--- src/design/ced_pkg.sv ---
// ----------------------------------------------------------------------------
// ced_pkg: shared types, codes and helpers of the escape sequence decoder
// Holds the decoder mode encoding, the decoder state record, the per-byte
// result record and the character constants used by the decode logic.
// ----------------------------------------------------------------------------
package ced_pkg;

    // decoder mode
    typedef enum logic [2:0] {
        MODE_NORMAL    = 3'd0,
        MODE_ESC       = 3'd1,
        MODE_HEX_START = 3'd2,
        MODE_HEX       = 3'd3,
        MODE_OCT       = 3'd4
    } t_mode;

    // full decoder state carried between bytes
    typedef struct packed {
        t_mode       mode;
        logic [7:0]  acc;
        logic [1:0]  oct_cnt;
        logic [6:0]  hex_bits;
        logic        hex_sat;
    } t_dec_state;

    // decoded bytes caused by one input byte
    typedef struct packed {
        logic [1:0]  count;
        logic [7:0]  byte0;
        logic [7:0]  byte1;
    } t_dec_result;

    // hex values above this many significant bits saturate to all ones
    localparam logic [6:0] HEX_LIMIT_BITS = 7'd63;
    localparam logic [6:0] HEX_SAT_BITS   = 7'd64;
    localparam logic [1:0] OCT_MAX_DIGITS = 2'd3;

    localparam logic [7:0] CH_BSLASH = 8'h5C;
    localparam logic [7:0] CH_LC_T   = 8'h74;
    localparam logic [7:0] CH_LC_A   = 8'h61;
    localparam logic [7:0] CH_LC_N   = 8'h6E;
    localparam logic [7:0] CH_LC_F   = 8'h66;
    localparam logic [7:0] CH_LC_R   = 8'h72;
    localparam logic [7:0] CH_LC_X   = 8'h78;
    localparam logic [7:0] CH_ZERO   = 8'h30;
    localparam logic [7:0] CH_SEVEN  = 8'h37;
    localparam logic [7:0] CH_NINE   = 8'h39;
    localparam logic [7:0] CH_LC_AF  = 8'h66;
    localparam logic [7:0] CH_UC_A   = 8'h41;
    localparam logic [7:0] CH_UC_F   = 8'h46;

    localparam logic [7:0] CODE_TAB  = 8'd9;
    localparam logic [7:0] CODE_BEL  = 8'd7;
    localparam logic [7:0] CODE_LF   = 8'd10;
    localparam logic [7:0] CODE_FF   = 8'd12;
    localparam logic [7:0] CODE_CR   = 8'd13;
    localparam logic [7:0] CODE_ONES = 8'hFF;

    // true for 0-9, a-f, A-F
    function automatic logic is_hex(input logic [7:0] c);
        return ((c >= CH_ZERO) && (c <= CH_NINE)) ||
               ((c >= CH_LC_A) && (c <= CH_LC_AF)) ||
               ((c >= CH_UC_A) && (c <= CH_UC_F));
    endfunction

    // nibble value of a hex digit
    function automatic logic [3:0] hex_nibble(input logic [7:0] c);
        logic [7:0] v;
        if ((c >= CH_ZERO) && (c <= CH_NINE)) begin
            v = c - CH_ZERO;
        end else if ((c >= CH_LC_A) && (c <= CH_LC_AF)) begin
            v = c - CH_LC_A + 8'd10;
        end else begin
            v = c - CH_UC_A + 8'd10;
        end
        return v[3:0];
    endfunction

    function automatic logic is_octal(input logic [7:0] c);
        return (c >= CH_ZERO) && (c <= CH_SEVEN);
    endfunction

    // number of significant bits in a nibble
    function automatic logic [6:0] bit_length4(input logic [3:0] d);
        logic [6:0] n;
        if (d[3]) begin
            n = 7'd4;
        end else if (d[2]) begin
            n = 7'd3;
        end else if (d[1]) begin
            n = 7'd2;
        end else if (d[0]) begin
            n = 7'd1;
        end else begin
            n = 7'd0;
        end
        return n;
    endfunction

endpackage

--- src/design/ced_in_if.sv ---
// ----------------------------------------------------------------------------
// ced_in_if: input channel of the escape sequence decoder
// One escaped string byte per transaction, with a flag on the final byte.
// ----------------------------------------------------------------------------
interface ced_in_if;
    logic       valid;
    logic       ready;
    logic [7:0] in_byte;
    logic       last_byte;

    modport source (output valid, output in_byte, output last_byte, input ready);
    modport sink   (input valid, input in_byte, input last_byte, output ready);
endinterface

--- src/design/ced_out_if.sv ---
// ----------------------------------------------------------------------------
// ced_out_if: output channel of the escape sequence decoder
// One decoded byte per transaction, with end-of-run and end-of-string flags.
// ----------------------------------------------------------------------------
interface ced_out_if;
    logic       valid;
    logic       ready;
    logic [7:0] out_byte;
    logic       run_last;
    logic       string_end;

    modport source (output valid, output out_byte, output run_last,
                    output string_end, input ready);
    modport sink   (input valid, input out_byte, input run_last,
                    input string_end, output ready);
endinterface

--- src/design/c_escape_sequence_decoder.sv ---
// ----------------------------------------------------------------------------
// c_escape_sequence_decoder: streaming C escape sequence decoder
// Decodes backslash escapes (control codes, hex and octal values) from an
// escaped byte stream and delivers the decoded bytes one per transaction.
//
//   channel | dir | payload                          | meaning
//   --------+-----+----------------------------------+------------------------
//   i_in    | in  | in_byte[7:0], last_byte          | escaped string bytes
//   o_out   | out | out_byte[7:0], run_last,         | decoded bytes
//           |     | string_end                       |
//
// An input byte is decoded in the cycle it is taken; its results appear in
// the output register on the next cycle. Bytes causing zero or one result
// are taken every cycle; a byte causing two results (flushed hex/octal value
// plus a byte) parks its second result in a pending register, so the next
// input waits for it to drain. Output stalls hold the output and
// pending registers and stop input. Reset (synchronous) returns the decoder
// to normal mode and empties both registers.
// ----------------------------------------------------------------------------
module c_escape_sequence_decoder
    import ced_pkg::*;
(
    input  logic       i_clk,
    input  logic       i_rst_n,
    ced_in_if.sink     i_in,
    ced_out_if.source  o_out
);

    t_dec_state  r_state;
    t_dec_state  n_state;
    t_dec_result dec_res;

    logic        r_out_valid;
    logic [7:0]  r_out_byte;
    logic        r_out_run_last;
    logic        r_out_end;
    logic        r_pend_valid;
    logic [7:0]  r_pend_byte;
    logic        r_pend_end;

    logic        in_take;
    logic        out_take;

    ced_decode u_decode (
        .i_state  (r_state),
        .i_byte   (i_in.in_byte),
        .i_last   (i_in.last_byte),
        .o_state  (n_state),
        .o_result (dec_res)
    );

    assign out_take    = r_out_valid && o_out.ready;
    assign i_in.ready  = !r_pend_valid && (!r_out_valid || o_out.ready);
    assign in_take     = i_in.valid && i_in.ready;

    // advance the decoder state on each input transaction
    always_ff @(posedge i_clk) begin
        if (!i_rst_n) begin
            r_state.mode     <= MODE_NORMAL;
            r_state.acc      <= 8'd0;
            r_state.oct_cnt  <= 2'd0;
            r_state.hex_bits <= 7'd0;
            r_state.hex_sat  <= 1'b0;
        end else if (in_take) begin
            r_state <= n_state;
        end
    end

    // load fresh results, otherwise drain the pending result
    always_ff @(posedge i_clk) begin
        if (!i_rst_n) begin
            r_out_valid  <= 1'b0;
            r_pend_valid <= 1'b0;
        end else begin
            if (in_take && (dec_res.count != 2'd0)) begin
                r_out_valid  <= 1'b1;
                r_pend_valid <= (dec_res.count == 2'd2);
            end else if (out_take) begin
                r_out_valid  <= r_pend_valid;
                r_pend_valid <= 1'b0;
            end
        end
    end

    // output and pending payload
    always_ff @(posedge i_clk) begin
        if (out_take && r_pend_valid) begin
            r_out_byte     <= r_pend_byte;
            r_out_run_last <= 1'b1;
            r_out_end      <= r_pend_end;
        end
        if (in_take && (dec_res.count != 2'd0)) begin
            r_out_byte     <= dec_res.byte0;
            r_out_run_last <= (dec_res.count == 2'd1);
            r_out_end      <= (dec_res.count == 2'd1) && i_in.last_byte;
            r_pend_byte    <= dec_res.byte1;
            r_pend_end     <= i_in.last_byte;
        end
    end

    assign o_out.valid      = r_out_valid;
    assign o_out.out_byte   = r_out_byte;
    assign o_out.run_last   = r_out_run_last;
    assign o_out.string_end = r_out_end;

endmodule

--- src/design/ced_decode.sv ---
// ----------------------------------------------------------------------------
// ced_decode: single-byte decode step
// From the current decoder state and one input byte, computes the next state
// and the zero, one or two decoded bytes that the input byte causes.
// ----------------------------------------------------------------------------
module ced_decode
    import ced_pkg::*;
(
    input  t_dec_state  i_state,
    input  logic [7:0]  i_byte,
    input  logic        i_last,
    output t_dec_state  o_state,
    output t_dec_result o_result
);

    logic       hex_ok;
    logic [3:0] hex_d;
    logic       oct_ok;
    logic [2:0] oct_d;
    logic [7:0] hex_out;
    logic       do_plain;

    assign hex_ok  = is_hex(i_byte);
    assign hex_d   = hex_nibble(i_byte);
    assign oct_ok  = is_octal(i_byte);
    assign oct_d   = i_byte[2:0];
    assign hex_out = i_state.hex_sat ? CODE_ONES : i_state.acc;

    // decode one byte
    always_comb begin
        t_dec_state  nxt;
        t_dec_result res;
        logic [6:0]  bits;
        logic [1:0]  ocnt;

        nxt       = i_state;
        res.count = 2'd0;
        res.byte0 = 8'd0;
        res.byte1 = 8'd0;
        do_plain  = 1'b0;
        bits      = 7'd0;
        ocnt      = 2'd0;

        case (i_state.mode)
            MODE_ESC: begin
                nxt.mode  = MODE_NORMAL;
                res.count = 2'd1;
                case (i_byte)
                    CH_BSLASH: res.byte0 = CH_BSLASH;
                    CH_LC_T:   res.byte0 = CODE_TAB;
                    CH_LC_A:   res.byte0 = CODE_BEL;
                    CH_LC_N:   res.byte0 = CODE_LF;
                    CH_LC_F:   res.byte0 = CODE_FF;
                    CH_LC_R:   res.byte0 = CODE_CR;
                    CH_LC_X: begin
                        nxt.mode  = MODE_HEX_START;
                        res.byte0 = CH_LC_X;
                        res.count = {1'b0, i_last};
                    end
                    default: begin
                        if (oct_ok) begin
                            nxt.mode    = MODE_OCT;
                            nxt.acc     = {5'd0, oct_d};
                            nxt.oct_cnt = 2'd1;
                            res.byte0   = {5'd0, oct_d};
                            res.count   = {1'b0, i_last};
                        end else begin
                            res.byte0 = i_byte;
                        end
                    end
                endcase
            end
            MODE_HEX_START: begin
                if (hex_ok) begin
                    nxt.mode     = MODE_HEX;
                    nxt.acc      = {4'd0, hex_d};
                    nxt.hex_bits = bit_length4(hex_d);
                    nxt.hex_sat  = 1'b0;
                    res.byte0    = {4'd0, hex_d};
                    res.count    = {1'b0, i_last};
                end else begin
                    res.byte0 = CH_LC_X;
                    res.count = 2'd1;
                    do_plain  = 1'b1;
                end
            end
            MODE_HEX: begin
                if (hex_ok) begin
                    nxt.acc = {i_state.acc[3:0], hex_d};
                    if (!i_state.hex_sat) begin
                        bits = (i_state.hex_bits == 7'd0) ? bit_length4(hex_d)
                                                          : i_state.hex_bits + 7'd4;
                        if (bits > HEX_LIMIT_BITS) begin
                            nxt.hex_sat  = 1'b1;
                            nxt.hex_bits = HEX_SAT_BITS;
                        end else begin
                            nxt.hex_bits = bits;
                        end
                    end
                    res.byte0 = nxt.hex_sat ? CODE_ONES : nxt.acc;
                    res.count = {1'b0, i_last};
                end else begin
                    res.byte0 = hex_out;
                    res.count = 2'd1;
                    do_plain  = 1'b1;
                end
            end
            MODE_OCT: begin
                if (oct_ok) begin
                    nxt.acc     = {i_state.acc[4:0], oct_d};
                    ocnt        = i_state.oct_cnt + 2'd1;
                    nxt.oct_cnt = ocnt;
                    res.byte0   = {i_state.acc[4:0], oct_d};
                    if (ocnt >= OCT_MAX_DIGITS) begin
                        nxt.mode  = MODE_NORMAL;
                        res.count = 2'd1;
                    end else begin
                        res.count = {1'b0, i_last};
                    end
                end else begin
                    res.byte0 = i_state.acc;
                    res.count = 2'd1;
                    do_plain  = 1'b1;
                end
            end
            default: begin
                do_plain = 1'b1;
            end
        endcase

        // handle the byte outside any escape, after a flushed value if any
        if (do_plain) begin
            if (i_byte == CH_BSLASH) begin
                nxt.mode = MODE_ESC;
                if (i_last) begin
                    if (res.count == 2'd0) begin
                        res.byte0 = CH_BSLASH;
                    end else begin
                        res.byte1 = CH_BSLASH;
                    end
                    res.count = res.count + 2'd1;
                end
            end else begin
                nxt.mode = MODE_NORMAL;
                if (res.count == 2'd0) begin
                    res.byte0 = i_byte;
                end else begin
                    res.byte1 = i_byte;
                end
                res.count = res.count + 2'd1;
            end
        end

        // drop the numeric context outside hex/octal runs and at string end
        if ((nxt.mode == MODE_NORMAL) || i_last) begin
            nxt.acc      = 8'd0;
            nxt.oct_cnt  = 2'd0;
            nxt.hex_bits = 7'd0;
            nxt.hex_sat  = 1'b0;
        end
        if (i_last) begin
            nxt.mode = MODE_NORMAL;
        end

        o_state  = nxt;
        o_result = res;
    end

endmodule

--- src/flat_wrapper.sv ---
// flat-port wrapper written by rule: the top's interface ports become plain ports
module c_escape_sequence_decoder_flat import ced_pkg::*;
  (i_clk, i_rst_n, i_in_valid, i_in_in_byte, i_in_last_byte, i_in_ready, o_out_valid, o_out_out_byte, o_out_run_last, o_out_string_end, o_out_ready);
  ced_in_if i_in_i ();
  ced_out_if o_out_i ();
  input  logic i_clk;
  input  logic i_rst_n;
  input wire logic [$bits(i_in_i.valid)-1:0] i_in_valid;
  input wire logic [$bits(i_in_i.in_byte)-1:0] i_in_in_byte;
  input wire logic [$bits(i_in_i.last_byte)-1:0] i_in_last_byte;
  output wire logic [$bits(i_in_i.ready)-1:0] i_in_ready;
  output wire logic [$bits(o_out_i.valid)-1:0] o_out_valid;
  output wire logic [$bits(o_out_i.out_byte)-1:0] o_out_out_byte;
  output wire logic [$bits(o_out_i.run_last)-1:0] o_out_run_last;
  output wire logic [$bits(o_out_i.string_end)-1:0] o_out_string_end;
  input wire logic [$bits(o_out_i.ready)-1:0] o_out_ready;
  assign i_in_i.valid = i_in_valid;
  assign i_in_i.in_byte = i_in_in_byte;
  assign i_in_i.last_byte = i_in_last_byte;
  assign i_in_ready = i_in_i.ready;
  assign o_out_valid = o_out_i.valid;
  assign o_out_out_byte = o_out_i.out_byte;
  assign o_out_run_last = o_out_i.run_last;
  assign o_out_string_end = o_out_i.string_end;
  assign o_out_i.ready = o_out_ready;
  c_escape_sequence_decoder u_core (.i_clk(i_clk), .i_rst_n(i_rst_n), .i_in(i_in_i), .o_out(o_out_i));
endmodule
--- config.mk ---
export PLATFORM = sky130hd
export DESIGN_NAME = c_escape_sequence_decoder_flat
export DESIGN_NICKNAME = d
export VERILOG_FILES = /design/src/design/ced_pkg.sv /design/src/design/ced_in_if.sv /design/src/design/ced_out_if.sv /design/src/design/c_escape_sequence_decoder.sv /design/src/design/ced_decode.sv /design/src/flat_wrapper.sv
export SDC_FILE = /design/constraint.sdc
export NUM_CORES = 1
export LEC_CHECK = 0
export BUFFER_PORTS_ARGS = -buffer_cell sky130_fd_sc_hd__clkbuf_2
export CAP_MARGIN = 20
export CORE_MARGIN = 2
export CORE_UTILIZATION = 50
export DETAILED_ROUTE_END_ITERATION = 12
export PLACE_DENSITY = 0.68
export SLEW_MARGIN = 15
export SYNTH_ARGS = -nofsm -noshare
export SYNTH_HDL_FRONTEND = slang
export SYNTH_SLANG_ARGS = --single-unit
--- constraint.sdc ---
create_clock -name i_clk -period 4 [get_ports i_clk]
set_input_delay 0.2 -clock i_clk [delete_from_list [all_inputs] [get_ports i_clk]]
set_output_delay 0.2 -clock i_clk [all_outputs]
set_load 0.005 [all_outputs]
# Word level (Yosys, flattened, before mapping)
# Index checks and enable logic that the tools add are counted.
[word_totals]
reg_bits = 42
latchBits = 0
ram_bits = 0
rom_bits = 0
inputBits = 13
out_inout_bits = 12
elab_cells = 143
memories = 0
[op_classes]
n_addsub = 8
multipliers = 0
div_mod_pow = 0
magnitude_cmp = 9
n_eq_ne = 19
n_shift = 0
muxes = 63
bitwise_logic = 0
n_reduce_logical = 32
[ops]
columns = ["op", "count"]
rows = [
  ["$mux 8", 14],
  ["$mux 18", 4],
  ["$eq 8x7->1 const B", 7],
  ["$pmux 8 s7", 1],
  ["$mux 7", 6],
  ["$pmux 10 s4", 1],
  ["$pmux 8 s4", 1],
  ["$mux 9", 3],
  ["$mux 13", 2],
  ["$ne 3x3->1 const B", 6],
  ["$ge 8x7->1 const B", 2],
  ["$le 8x6->1 const B", 2],
  ["$le 8x7->1 const B", 2],
  ["$pmux 8 s2", 1],
  ["$mux 1", 15],
  ["$mux 3", 4],
  ["$sub 4x1->4 const B", 3],
  ["$mux 11", 1],
  ["$logic_and 1x1->1", 10],
  ["$mux 10", 1],
  ["$reduce_and 5->1", 2],
  ["$pmux 3 s3", 1],
  ["$add 4x4->4 const B", 2],
  ["$ge 8x6->1 const B", 1],
  ["28 further kinds", 39],
]

# Logic depth before layout (Yosys ltp)
[depth]
depth_word = 28
mapped_depth = 15

# Modules after synthesis
# Synthesis repeated with hierarchy kept, for this count alone.
[unflattened]
cells_unflattened = 471
hier_area_um2 = 3811.2
[by_module_without_submodules]
columns = ["mod", "n_inst", "cells_per_inst", "area_per_inst_um2", "seq_area_each_um2"]
rows = [
  ["ced_decode", 1, 325, 2145.8, 0.0],
  ["c_escape_sequence_decoder", 1, 146, 1665.3, 1031.0],
]

# Worst setup path after synthesis
# OpenSTA, ideal clock, no wires.
[synth_timing]
path_type = "input -> register"
startpoint = "in i_in_in_byte[0]"
endpoint = "reg u_core.r_out_byte[0] (netlist: u_core.o_out.out_byte[0]) (enable)"
arrival_ns = 3.125
required_ns = 3.660
path_slack_ns = 0.536
path_stages = 14
n_path_buf = 3
path_cell_list = "clkbuf_1 inv_1 ha_1 nand2_1 a2111o_1 o221a_1 buf_6 a211oi_4 inv_2 ha_1 nor3_1 a221o_2 buf_6 nand2_1"
[synth_via]
elab_chain_cells = 13
[synth_lines]
columns = ["element", "line_no", "source"]
rows = [
  ["start, declared", "flat_wrapper.sv:9", "input wire logic [$bits(i_in_i.in_byte)-1:0] i_in_in_byte;"],
  ["parallel branches: the longest is 9 deep, another holds $ge 8x6->1", "--", ""],
  ["$mux 18 *", "ced_decode.sv:132", "if (do_plain) begin"],
  ["$reduce_bool 2->1 *", "c_escape_sequence_decoder.sv:92", "if (in_take && (dec_res.count != 2'd0)) begin"],
  ["$logic_and 1x1->1 *", "c_escape_sequence_decoder.sv:92", ""],
  ["$reduce_bool 2->1 (no line) *", "--", ""],
  ["end signal, assigned", "c_escape_sequence_decoder.sv:88", "r_out_byte <= r_pend_byte;"],
  ["end signal, assigned", "c_escape_sequence_decoder.sv:93", "r_out_byte <= dec_res.byte0;"],
  ["end, declared", "c_escape_sequence_decoder.sv:34", "logic [7:0] r_out_byte;"],
]
# Mark *: on every way between the ends.
# A chain may end at the register's enable or synchronous reset.

# Final worst setup path
[layout_timing]
startpoint = "in i_in_in_byte[0]"
endpoint = "reg u_core.r_out_byte[0] (netlist: u_core.o_out.out_byte[0]) (data pin)"
[layout_via]
elab_chain_cells = 25
[layout_lines]
columns = ["element", "line_no", "source"]
rows = [
  ["$sub 4x1->4, or another cell as far along", "ced_pkg.sv:72, ced_pkg.sv:74", ""],
  ["$add 4x4->4 or $logic_and 1x1->1 (tied branches)", "--", ""],
  ["$mux 4", "ced_pkg.sv:71", "end else if ((c >= CH_LC_A) && (c <= CH_LC_AF)) begin"],
  ["$mux 4", "ced_pkg.sv:69", "if ((c >= CH_ZERO) && (c <= CH_NINE)) begin"],
  ["$mux 1", "ced_pkg.sv:92", "end else if (d[0]) begin"],
  ["$mux 2", "ced_pkg.sv:90", "end else if (d[1]) begin"],
  ["$mux 2", "ced_pkg.sv:88", "end else if (d[2]) begin"],
  ["$mux 3", "ced_pkg.sv:86", "if (d[3]) begin"],
  ["[... 9 more ...]", "--", ""],
  ["$mux 8", "ced_decode.sv:100", "res.byte0 = nxt.hex_sat ? CODE_ONES : nxt.acc;"],
  ["$mux 9", "ced_decode.sv:88", "if (hex_ok) begin"],
  ["$pmux 10 s4", "ced_decode.sv:44", "case (i_state.mode)"],
  ["$mux 8", "ced_decode.sv:136", "if (res.count == 2'd0) begin"],
  ["$mux 18", "ced_decode.sv:135", "if (i_last) begin"],
  ["$mux 18", "ced_decode.sv:133", "if (i_byte == CH_BSLASH) begin"],
  ["$mux 18 *", "ced_decode.sv:132", ""],
  ["$mux 8 *", "c_escape_sequence_decoder.sv:92", ""],
]
# Every way passes the cells marked *; elsewhere a longest branch is shown, timed or not. The select of a mux whose other input is x is not followed.

==> flow_summary.yaml <==
power:
  peakVddDrop_mv: 0.156
  power_density_mw_per_mm2: 257
  power_uw: 946
  p_leak_nw: 1.40
routing:
  vias: 3488
  drt_iter0_drc: 462
  avgViaCountPerCell: 6.73
  drt_pass1_iterations: 7
  drc: 0
  wl_mm: 9.99
  ant_nets: 0
  avgRoutedWirePerCell_um: 19.3
yosys:
  ys_seq_area_frac: 0.304
  syn-cell-area_mm2: 0.00339
  yosysTopAreaCell: "edfxtp_1"
  synth_edf_count: 19
  syn_avg_cell_area_um2: 7.97
  synth_nets: 447
  ys_seq_elements: 42
  synthCells: 425
  async_reset_ff_frac: 0
  synth_top_area_frac: 0.168
  synth.top_cells.by_area: "edfxtp_1 17%, dfxtp_1 14%, nand2_1 5.5%"
  ys.warnings.count: 0
  synth_cell_types: 73
  synthFlopType: "dfxtp_1"
  synth_common_cells: "50 x nand2_1, 26 x clkbuf_1, 26 x nor2_1"
  yosysMostFrequentCell: "nand2_1"
worst_setup_path:
  cp-start-kind: "input pin"
  worst-path-max-fanout: 15
  crit_type: "input pin to flip-flop"
  arrival_ns: 3.34
  critical_path.endpoint_type: "flip-flop"
  r2r_setup_slack_ns: 0.77
  crit_required_ns: 4.05
finish:
  diodes: 0
  multiInputGateArea_mm2: 0.00214
  nets: 459
  syn_to_final_growth_pct: 8.60
  n_fill_cell: 646
  area.sequential_mm2: 0.00103
  drive_gt1_frac: 0.142
timing:
  period_needed_ns: 3.28
  drv_slew: 0
  slew_headroom: 0.608
  fmax_mhz: 305
  setup_violations: 0
  setup_tns_ns: 0
  fin_skew_ns: 0.00921
  worst_pin_slew_ns: 0.583
  post-route-period-util: 0.821
  hold_viol: 0
  rsz0062_at_grt: "no"
die:
  die_x_um: 86.3
  fp.coreArea_mm2: 0.00668
  die_area_mm2: 0.00745
  die_h_um: 86.3
  std_cell_rows: 30
  initial_core_util: 0.507
  ios: 25
clock_network:
  postCtsHoldBufs: 0
  cts_tree: "yes"
  clk_pin_slew_ns: 0.09
  h-tree-depth: 2
  cts_made_buffers: 5
  cts_buffer_depth: 2
  postCtsSetupBuffers: 0
  cts-root-buf: "clkbuf_8"
  cts.sinks: 42
  cts_resized: 0
  insertion_delay_ns: 0.30
job:
  cap_violations: 0
global_route:
  antenna_found_initial: 0
  grt_pass1_wl_mm: 15.7
  grt_util_all_layers: 0.265
  grt_start_max_net_pins: 23
  grt_pass1_vias: 3108
  grt_overflow: 0
placed_design:
  routabilityCongestion: 0.963
  dp_hpwl_mm: 7.28
  io_buffer_count: 24
hold_path:
  hold_path.class: "input pin to flip-flop"
run_status:
  outcome: "complete, no violations"
## cells in the final DEF (no fill, tap or decap), types with 6 or more instances in the layout
master    count
o211ai_1      8
nor2_1       26
a211oi_1     10
or3_1         7
o31ai_1       6
a21oi_1      24
edfxtp_1     19
inv_1        16
nor3_1       15
buf_4        14
dfxtp_1      23
clkbuf_2     24
a21boi_0     11
ha_1          9
o21ai_0      19
a22o_1        6
o22ai_1       7
and2_1        7
nand3_1      23
nand2_1      50
a21o_1        6
## critical path, cell delays in order
cell and delay, ns:
clkbuf_2 0.18, inv_1 0.22, ha_1 0.28, nand2_1 0.08
a2111o_1 0.41, o221a_1 0.29, a211oi_4 0.27, inv_2 0.06
ha_1 0.29, nor3_1 0.05, a221o_2 0.47, inv_2 0.27
o21ai_2 0.09, o22a_1 0.17
## power by group
part | switching, mW | leakage (nW) | internal [mW]
Combinational | 0.0893 | 0.972 | 0.0473
Clock | 0.156 | 0.0585 | 0.187
Sequential | 0.00419 | 0.372 | 0.463
Total | 0.249 | 1.40 | 0.697
## layer usage
layer | GRT usage | share of wire
met1 | 0.358 | 0.43
met2 | 0.437 | 0.46
met3 | 0.0362 | 0.078
met4 | 0.0852 | 0.033
met5 | 0 | 0
## per-stage QoR
step	instances	utilization	hold slack [ns]	worst slack, ns	area, um^2
6_report	518	0.551	0.203	0.717	3680
5_1_grt	518	0.551	0.239	0.478	3680
4_1_cts	518	0.551	0.207	0.714	3680
3_5_place_dp	510	0.534	0.480	0.414	3570
3_3_place_gp	510	0.534	0.467	0.528	3570
2_1_floorplan	425	-	0.299	0.536	3390
## layout make-up
| cell class | instances | area share |
|---|---|---|
| Clock buffer | 5 | 0.0187 |
| Clock inverter | 3 | 0.0119 |
| Inverter | 18 | 0.0184 |
| Multi-Input combinational cell | 332 | 0.582 |
| Sequential cell | 42 | 0.280 |
| Tap cell | 80 | 0.0272 |
| Timing Repair Buffer | 38 | 0.0612 |
## kinds of logic (layout without fill, tap and decap cells)
logic type | Yosys count | after routing | synth area share
and+or+nand+nor | 163 | 163 | 0.246
AOI/OAI and AO/OA | 148 | 148 | 0.319
buffers and inverters | 51 | 64 | 0.0631
DFF | 42 | 42 | 0.304
adders and majority gates | 9 | 9 | 0.0332
muxes | 7 | 7 | 0.0218
xor gates and xnor gates | 5 | 5 | 0.0129
## state kept, by name (all words and copies together) (netlist names)
signal	count
u_core.r_pend_valid	1
u_core.o_out.run_last	1
u_core.o_out.out_byte	8
u_core.r_state	21
u_core.o_out.valid	1
u_core.r_pend_byte	8
u_core.r_pend_end	1
u_core.o_out.string_end	1
## path summary, 6_finish.rpt
path                                                       from                            endpoint  cells past startpoint
worst max-delay path                            i_in_in_byte[0]  u_core.o_out.out_byte[0]$_DFFE_PP_                     14
worst min-delay path                                o_out_ready    u_core.r_pend_valid$_SDFFE_PN0P_                      4
worst max register to register  u_core.r_state[18]$_SDFFE_PN0P_  u_core.o_out.out_byte[0]$_DFFE_PP_                     11
worst min register to register  u_core.r_state[15]$_SDFFE_PN0P_     u_core.r_state[15]$_SDFFE_PN0P_                      2
No activity file was read; power rests on OpenSTA's default activity.
